### config.mk
export PLATFORM = sky130hd
export DESIGN_NAME = it2fpi_ctrl
export DESIGN_NICKNAME = d
export VERILOG_FILES = /design/src/sv/it2fpi_pkg.sv /design/src/sv/it2fpi_ctrl.sv
export SDC_FILE = /design/constraint.sdc
export NUM_CORES = 1
export LEC_CHECK = 0
export ABC_CLOCK_PERIOD_IN_PS = 6420
export BUFFER_PORTS_ARGS = -buffer_cell sky130_fd_sc_hd__buf_2
export CAP_MARGIN = 30
export CORE_MARGIN = 5
export CORE_UTILIZATION = 40
export DETAILED_ROUTE_END_ITERATION = 7
export GPL_ROUTABILITY_DRIVEN = 0
export HOLD_SLACK_MARGIN = 0.15
export PLACE_DENSITY = 0.66
export SLEW_MARGIN = 20
export SYNTH_ARGS = -nofsm -noshare
export SYNTH_HDL_FRONTEND = slang
export SYNTH_SLANG_ARGS = --single-unit
### constraint.sdc
create_clock -name clk -period 6.42 [get_ports clk]
set_input_delay 0.642 -clock clk [delete_from_list [all_inputs] [get_ports clk]]
set_output_delay 0.642 -clock clk [all_outputs]
set_load 0.01 [all_outputs]
### src/sv/it2fpi_pkg.sv
// ----------------------------------------------------------------------------
// it2fpi_pkg
// Shared types, constants and the microprogram of the interval type-2 fuzzy
// PI axis core.
// ----------------------------------------------------------------------------
package it2fpi_pkg;

  localparam int PC_W = 7;

  localparam logic signed [63:0] ONE24  = 64'sd16777216;
  localparam logic [63:0]        PI_Q32 = 64'd13493037705;
  localparam logic [1:0]         YAW_AXIS = 2'd3;

  // configuration register indexes
  localparam logic [2:0] REG_PROP_INPUT_GAIN      = 3'd0;
  localparam logic [2:0] REG_DERIV_INPUT_GAIN     = 3'd1;
  localparam logic [2:0] REG_PROP_OUTPUT_GAIN     = 3'd2;
  localparam logic [2:0] REG_INTEGRAL_OUTPUT_GAIN = 3'd3;
  localparam logic [2:0] REG_LOWER_HEIGHT_FIRST   = 3'd4;
  localparam logic [2:0] REG_LOWER_HEIGHT_SECOND  = 3'd5;
  localparam logic [2:0] REG_STEP_TIME            = 3'd6;

  typedef enum logic [3:0] {
    OP_ADD, OP_SUB, OP_MUL, OP_DIV, OP_CLIP, OP_BELOW, OP_BR, OP_ACC, OP_DONE
  } op_t;

  typedef enum logic [4:0] {
    R_ZERO, R_ONE, R_UNIT, R_KP, R_KD, R_KPO, R_KIO, R_DT,
    R_E1, R_E2, R_A, R_B, R_S1, R_S2, R_N12, R_D12, R_N23, R_D23,
    R_T0, R_T1, R_T2, R_T3, R_T4, R_T5, R_T6, R_T7, R_PHI, R_INTEG
  } reg_id_t;

  typedef enum logic [2:0] {SH_0, SH_24, SH_F, SH_48F, SH_24F} sh_t;

  typedef enum logic [1:0] {C_ALWAYS, C_POS, C_NFLAG} cond_t;

  typedef struct packed {
    op_t             op;
    reg_id_t         dst;
    reg_id_t         a;
    reg_id_t         b;
    sh_t             sh;
    logic            clamp;
    cond_t           cond;
    logic [PC_W-1:0] target;
  } uop_t;

  typedef struct packed {
    logic load;
    logic run;
    uop_t uop;
  } dp_cmd_t;

  typedef struct packed {
    logic done;
    logic take;
  } dp_stat_t;

  // branch targets
  localparam logic [PC_W-1:0] L_POS   = 7'd11;
  localparam logic [PC_W-1:0] L_R1CHK = 7'd17;
  localparam logic [PC_W-1:0] L_R2CHK = 7'd36;
  localparam logic [PC_W-1:0] L_R3    = 7'd64;
  localparam logic [PC_W-1:0] L_FIN   = 7'd78;

  function automatic logic signed [31:0] sat32(input logic signed [63:0] v);
    logic signed [31:0] r;
    if (v > 64'sd2147483647) r = 32'sh7FFFFFFF;
    else if (v < -64'sd2147483648) r = 32'sh80000000;
    else r = v[31:0];
    return r;
  endfunction

  function automatic uop_t u_alu(input op_t op, input reg_id_t d, input reg_id_t a,
                                 input reg_id_t b);
    uop_t u;
    u = '{op: op, dst: d, a: a, b: b, sh: SH_0, clamp: 1'b0, cond: C_ALWAYS,
          target: '0};
    return u;
  endfunction

  function automatic uop_t u_mul(input reg_id_t d, input reg_id_t a, input reg_id_t b,
                                 input sh_t sh, input logic clamp);
    uop_t u;
    u = '{op: OP_MUL, dst: d, a: a, b: b, sh: sh, clamp: clamp, cond: C_ALWAYS,
          target: '0};
    return u;
  endfunction

  function automatic uop_t u_br(input cond_t c, input reg_id_t a,
                                input logic [PC_W-1:0] t);
    uop_t u;
    u = '{op: OP_BR, dst: R_ZERO, a: a, b: R_ZERO, sh: SH_0, clamp: 1'b0, cond: c,
          target: t};
    return u;
  endfunction

  // microprogram: scale errors, boundaries, region formula, integrate, output
  function automatic uop_t ucode(input logic [PC_W-1:0] pc);
    uop_t u;
    case (pc)
      7'd0:  u = u_mul(R_S1, R_E1, R_KP, SH_F, 1'b1);
      7'd1:  u = u_mul(R_S2, R_E2, R_KD, SH_F, 1'b1);
      7'd2:  u = u_alu(OP_SUB, R_B, R_ONE, R_A);
      7'd3:  u = u_br(C_POS, R_S1, L_POS);
      7'd4:  u = u_mul(R_T0, R_A, R_S1, SH_24, 1'b0);
      7'd5:  u = u_alu(OP_SUB, R_N12, R_ZERO, R_T0);
      7'd6:  u = u_mul(R_T1, R_S1, R_B, SH_24, 1'b0);
      7'd7:  u = u_alu(OP_ADD, R_D12, R_ONE, R_T1);
      7'd8:  u = u_alu(OP_SUB, R_N23, R_ZERO, R_S1);
      7'd9:  u = u_alu(OP_SUB, R_D23, R_A, R_T1);
      7'd10: u = u_br(C_ALWAYS, R_ZERO, L_R1CHK);
      7'd11: u = u_alu(OP_SUB, R_N12, R_ZERO, R_S1);
      7'd12: u = u_mul(R_T1, R_S1, R_B, SH_24, 1'b0);
      7'd13: u = u_alu(OP_ADD, R_D12, R_T1, R_A);
      7'd14: u = u_mul(R_T0, R_A, R_S1, SH_24, 1'b0);
      7'd15: u = u_alu(OP_SUB, R_N23, R_ZERO, R_T0);
      7'd16: u = u_alu(OP_SUB, R_D23, R_ONE, R_T1);
      7'd17: u = u_mul(R_T0, R_S2, R_D12, SH_0, 1'b0);
      7'd18: u = u_mul(R_T1, R_N12, R_ONE, SH_0, 1'b0);
      7'd19: u = u_alu(OP_SUB, R_T0, R_T0, R_T1);
      7'd20: u = u_alu(OP_BELOW, R_ZERO, R_T0, R_D12);
      7'd21: u = u_br(C_NFLAG, R_ZERO, L_R2CHK);
      7'd22: u = u_alu(OP_ADD, R_T0, R_ONE, R_S1);
      7'd23: u = u_alu(OP_ADD, R_T1, R_ONE, R_S2);
      7'd24: u = u_mul(R_T2, R_T0, R_T1, SH_24, 1'b0);
      7'd25: u = u_alu(OP_SUB, R_T3, R_T2, R_ONE);
      7'd26: u = u_mul(R_T4, R_A, R_T3, SH_24, 1'b0);
      7'd27: u = u_alu(OP_SUB, R_T5, R_T2, R_T4);
      7'd28: u = u_alu(OP_ADD, R_T5, R_T5, R_T5);
      7'd29: u = u_alu(OP_DIV, R_T6, R_T4, R_T5);
      7'd30: u = u_mul(R_T7, R_A, R_T2, SH_24, 1'b0);
      7'd31: u = u_alu(OP_SUB, R_T7, R_T7, R_T3);
      7'd32: u = u_alu(OP_ADD, R_T7, R_T7, R_T7);
      7'd33: u = u_alu(OP_DIV, R_T7, R_T3, R_T7);
      7'd34: u = u_alu(OP_ADD, R_PHI, R_T6, R_T7);
      7'd35: u = u_br(C_ALWAYS, R_ZERO, L_FIN);
      7'd36: u = u_mul(R_T0, R_S2, R_D23, SH_0, 1'b0);
      7'd37: u = u_mul(R_T1, R_N23, R_ONE, SH_0, 1'b0);
      7'd38: u = u_alu(OP_SUB, R_T0, R_T0, R_T1);
      7'd39: u = u_alu(OP_BELOW, R_ZERO, R_T0, R_D23);
      7'd40: u = u_br(C_NFLAG, R_ZERO, L_R3);
      7'd41: u = u_alu(OP_ADD, R_T0, R_S2, R_ONE);
      7'd42: u = u_mul(R_T1, R_S1, R_T0, SH_24, 1'b0);
      7'd43: u = u_alu(OP_SUB, R_T0, R_S1, R_ONE);
      7'd44: u = u_mul(R_T2, R_S2, R_T0, SH_24, 1'b0);
      7'd45: u = u_mul(R_T3, R_S1, R_S2, SH_24, 1'b0);
      7'd46: u = u_mul(R_T4, R_A, R_T2, SH_24, 1'b0);
      7'd47: u = u_alu(OP_SUB, R_T4, R_T1, R_T4);
      7'd48: u = u_alu(OP_SUB, R_T5, R_ONE, R_S1);
      7'd49: u = u_alu(OP_SUB, R_T5, R_T5, R_T3);
      7'd50: u = u_mul(R_T5, R_A, R_T5, SH_24, 1'b0);
      7'd51: u = u_alu(OP_ADD, R_T5, R_T1, R_T5);
      7'd52: u = u_alu(OP_ADD, R_T5, R_T5, R_T5);
      7'd53: u = u_alu(OP_DIV, R_T6, R_T4, R_T5);
      7'd54: u = u_mul(R_T4, R_A, R_T1, SH_24, 1'b0);
      7'd55: u = u_alu(OP_SUB, R_T4, R_T2, R_T4);
      7'd56: u = u_alu(OP_ADD, R_T5, R_ONE, R_S2);
      7'd57: u = u_alu(OP_SUB, R_T5, R_T5, R_T3);
      7'd58: u = u_mul(R_T5, R_A, R_T5, SH_24, 1'b0);
      7'd59: u = u_alu(OP_ADD, R_T5, R_T2, R_T5);
      7'd60: u = u_alu(OP_ADD, R_T5, R_T5, R_T5);
      7'd61: u = u_alu(OP_DIV, R_T7, R_T4, R_T5);
      7'd62: u = u_alu(OP_SUB, R_PHI, R_T6, R_T7);
      7'd63: u = u_br(C_ALWAYS, R_ZERO, L_FIN);
      7'd64: u = u_alu(OP_SUB, R_T0, R_ONE, R_S1);
      7'd65: u = u_alu(OP_SUB, R_T1, R_ONE, R_S2);
      7'd66: u = u_mul(R_T2, R_T0, R_T1, SH_24, 1'b0);
      7'd67: u = u_alu(OP_SUB, R_T3, R_T2, R_ONE);
      7'd68: u = u_mul(R_T4, R_A, R_T3, SH_24, 1'b0);
      7'd69: u = u_alu(OP_SUB, R_T5, R_T2, R_T4);
      7'd70: u = u_alu(OP_ADD, R_T5, R_T5, R_T5);
      7'd71: u = u_alu(OP_DIV, R_T6, R_T4, R_T5);
      7'd72: u = u_mul(R_T7, R_A, R_T2, SH_24, 1'b0);
      7'd73: u = u_alu(OP_SUB, R_T7, R_T7, R_T3);
      7'd74: u = u_alu(OP_ADD, R_T7, R_T7, R_T7);
      7'd75: u = u_alu(OP_DIV, R_T7, R_T3, R_T7);
      7'd76: u = u_alu(OP_ADD, R_T6, R_T6, R_T7);
      7'd77: u = u_alu(OP_SUB, R_PHI, R_ZERO, R_T6);
      7'd78: u = u_alu(OP_CLIP, R_PHI, R_PHI, R_ZERO);
      7'd79: u = u_mul(R_T0, R_PHI, R_DT, SH_48F, 1'b0);
      7'd80: u = u_alu(OP_ACC, R_INTEG, R_INTEG, R_T0);
      7'd81: u = u_mul(R_T1, R_PHI, R_KPO, SH_48F, 1'b0);
      7'd82: u = u_mul(R_T2, R_INTEG, R_KIO, SH_24, 1'b0);
      7'd83: u = u_alu(OP_ADD, R_T3, R_T1, R_T2);
      7'd84: u = u_mul(R_T4, R_PHI, R_UNIT, SH_24F, 1'b0);
      default: u = u_alu(OP_DONE, R_ZERO, R_T3, R_T4);
    endcase
    return u;
  endfunction

endpackage

### src/sv/it2fpi_ctrl.sv
// ----------------------------------------------------------------------------
// it2fpi_ctrl
// Sequencer: accepts one word, steps the microprogram, waits on the datapath.
// ----------------------------------------------------------------------------
module it2fpi_ctrl (
  input  logic                clk,
  input  logic                rst,
  input  logic                in_valid,
  output logic                in_stall,
  output it2fpi_pkg::dp_cmd_t cmd,
  input  it2fpi_pkg::dp_stat_t st
);
  import it2fpi_pkg::*;

  typedef enum logic {S_IDLE, S_RUN} state_t;

  state_t          state;
  logic [PC_W-1:0] pc;
  uop_t            u;

  assign u        = ucode(pc);
  assign in_stall = (state != S_IDLE);
  assign cmd      = '{load: (state == S_IDLE) && in_valid, run: (state == S_RUN), uop: u};

  always_ff @(posedge clk) begin
    if (rst) begin
      state <= S_IDLE;
      pc    <= '0;
    end else begin
      case (state)
        S_IDLE: begin
          if (in_valid) begin
            pc    <= '0;
            state <= S_RUN;
          end
        end
        S_RUN: begin
          if (st.done) begin
            if (u.op == OP_DONE) state <= S_IDLE;
            else if (st.take) pc <= u.target;
            else pc <= pc + 1'b1;
          end
        end
        default: state <= S_IDLE;
      endcase
    end
  end

endmodule

==> impl_metrics.ini <==
[worst_setup_path]
rr_worst_depth = 10
startpoint = in_stall$_SDFF_PP0_
cp-endpoint = u[18]$_DFF_P_
critPathKind = reg2reg
rr_startpoint = in_stall$_SDFF_PP0_
critPathCaptureType = flop
crit_path_start_kind = flop
timing.rr.end = u[18]$_DFF_P_
path_max_fanout = 57
critical_path_arrival_ns = 4.40
cp.required_ns = 6.61
r2r_setup_slack_ns = 2.20

[yosys]
synth_top_area_share_pct = 20.01
syn_nets = 546
avgSynthCellArea_um2 = 7.377
ys_async_sr_fraction_pct = 0
synth_area_um2 = 3902
synth_top_area_cell = dfxtp_1
synth_cell_types = 80
synth_cells = 529
ys_seq_area_share_pct = 20.01
synth_enable_flop_cells = 0
synth.ff_latch_count = 39
synth_top_flop_cell = dfxtp_1
synth_warnings = 0
synthTopCellsByArea = dfxtp_1, nand2_1, a21oi_1, ha_1, o211ai_1

[routing]
dr.pass1.iters = 8
ant_nets = 0
wl_per_cell_um = 23.41
drt-total-wl_mm = 15.54
drcViolationCount = 18
drt_iter0_drc = 1660
vias_per_cell = 7.262
vias = 4822

[floorplan]
die_w_um = 108.8
core_um2 = 9639
rows = 36
ios = 40
start_util_pct = 40.49
die_area_um2 = 11830
die_h_um = 108.8

[layout]
nets = 546
postLayoutCellArea_um2 = 4167
area_delta_synth_final_pct = 6.765
layout-drive-gt1-share_pct = 14.91
fin_util_pct = 43.22
fillers = 994

[clocking]
tritoncts = built
cts_buffers = 5
cts_root_buf = clkbuf_8
clock_sinks = 39
post-cts-setup-buffer-count = 0
clkTransAtPathRegs_ns = 0.09
cts_buffer_depth = 2
post_cts_resized = 0
clk_latency_ns = 0.31
hold_buffers = 0
htreeDepth = 2

[power_and_ir_drop]
p_per_area_nw_per_um2 = 155.1
sequentialPowerShare_pct = 40.4
switching_share_pct = 34.39
finalPower_uw = 646.3
clkPwrFrac_pct = 34.1
intPower_uw = 424.0
vdd_drop_max_uv = 66.73
switchingPower_uw = 222.3
pwr-share-comb_pct = 25.5
static-leakage-power_nw = 1.615

[timing]
min_period_over_period_pct = 65.66
fmax_mhz = 237.2
finalMaxSlewViolations = 0
setup_violations = 0
fin_skew_ns = 0.01730
fin_tns_setup_ns = 0
slew_headroom_pct = 32.54
fin_crit_ns = 4.215
rsz0062_at_grt = no
tightest_slew_ns = 1.005
hold_violations = 0

[placed_design]
io_buffers = 39
place_hpwl_mm = 10.17
postPlaceCellArea_um2 = 4051

[run_status]
status = finished, violations left
violations = DRC

[global_route]
antenna_found_initial = 1
grt_overflow = 0
grt_usage_pct = 25.35
grt_pass1_vias = 4254
grt_max_degree = 58
grt_pass1_wl_mm = 23.58

[worst_hold_path]
hold_class = in2reg

[run]
cap_violations = 0
-- cells by family (layout without fill, tap and decap cells) --
logic type      count (synthesis)  count (layout)  share of synthesized area [%]
buf+inv                        69              70                          8.368
flops                          39              39                          20.01
compound gates                210             210                          39.85
fa+ha+maj                      12              12                          3.847
other cells                     0               1                              0
simple gates                  183             183                          23.60
mux                            14              14                          3.687
xor+xnor                        2               2                         0.6414
-- Yosys cell counts (6+ instances only) --
cell type  count
nor2_1        38
o221ai_1      16
o211ai_1      20
clkbuf_1      20
nand2_1       53
a211oi_1       9
a21oi_1       37
dfxtp_1       39
nor3_1        17
nand3_1       23
mux2i_1       11
a31oi_1       12
inv_1         12
ha_1          12
nand2b_1       6
o22ai_1       10
o31ai_1        6
and2_1         6
o21a_1         6
o21ai_0       25
buf_2         24
-- cell usage in the layout, fill, tap and decap left out, types with 5 or more instances in the layout --
cell type  instances
nand2_1           53
nor3_1            17
o21ai_1            5
nand2b_1           6
ha_1              12
dfxtp_1           39
o221ai_1          16
clkbuf_8           5
mux2i_1           11
buf_4              6
and3_1             5
o21ai_0           25
o22ai_1           10
and2_1             6
o211ai_1          20
a31oi_1           12
nor2_1            38
o31ai_1            6
inv_1             12
buf_2             39
a211oi_1           8
a21oi_1           37
o21a_1             6
o311ai_1           5
nand3_1           23
nor4_1             5
nand4_1            5
-- critical path, cell delays in order, from the launching register on --
cell and delay [ns]:
dfxtp_1 0.51, nand2b_1 0.52, inv_1 0.21, a221oi_4 0.39, a211oi_4 0.07, buf_4 0.33, inv_2 0.76, nand2_1 0.60
o221ai_1 0.36, a21oi_1 0.15, o32ai_1 0.18
-- layer usage --
layer / vias up / share of wire (%) / global-route usage, %
met5: - / 0 / 0
met4: 0 / 8.4 / 13.80
met3: 163 / 15 / 7.223
met2: 496 / 41 / 38.39
met1: 2129 / 36 / 32.42
li1: 2034 / - / -
-- power by group through the flow --
stage	Clock, mW	Combinational, mW	Sequential [mW]
floorplan	0	0.110	0.271
global placement	0	0.156	0.266
detailed placement	0	0.155	0.267
CTS	0.221	0.156	0.261
global route	0.229	0.173	0.262
finish	0.221	0.165	0.261
-- how the worst min path moves through the flow --
stage	from	end	cells after the start
2_1_floorplan	pc[0]$_SDFFE_PP0N_	pc[0]$_SDFFE_PP0N_	2
3_3_place_gp	u[0]$_SDFF_PP0_	pc[0]$_SDFFE_PP0N_	2
3_5_place_dp	u[0]$_SDFF_PP0_	pc[0]$_SDFFE_PP0N_	2
4_1_cts	in_valid	in_stall$_SDFF_PP0_	3
5_1_grt	in_valid	in_stall$_SDFF_PP0_	3
6_report	in_valid	in_stall$_SDFF_PP0_	3
-- sequential cells by signal, summed over array words and instances (netlist names) --
name,count
in_stall,1
pc,7
u,31
-- final cells by class --
type	instances	area, um^2	share of cell area, %
well taps	133	166.4	3.994
inverters	17	63.81	1.532
clock buffers	5	68.82	1.652
flip-flops and latches	39	780.7	18.74
clock inverters	3	43.79	1.051
diodes	1	2.502	0.06006
multi-input cells	421	2800	67.21
repair buffers	45	240.2	5.766
-- through the flow --
stage | hold slack, ns | worst slack (ns) | std cells
after floorplan | 0.6190 | 2.990 | 529
after global placement | 0.6667 | 2.205 | 654
after detailed placement | 0.6817 | 2.243 | 655
after CTS | 0.6101 | 2.359 | 663
after global routing | 0.6317 | 1.950 | 664
final | 0.6079 | 2.205 | 664
Note: power is estimated with default switching activity, not from simulation.
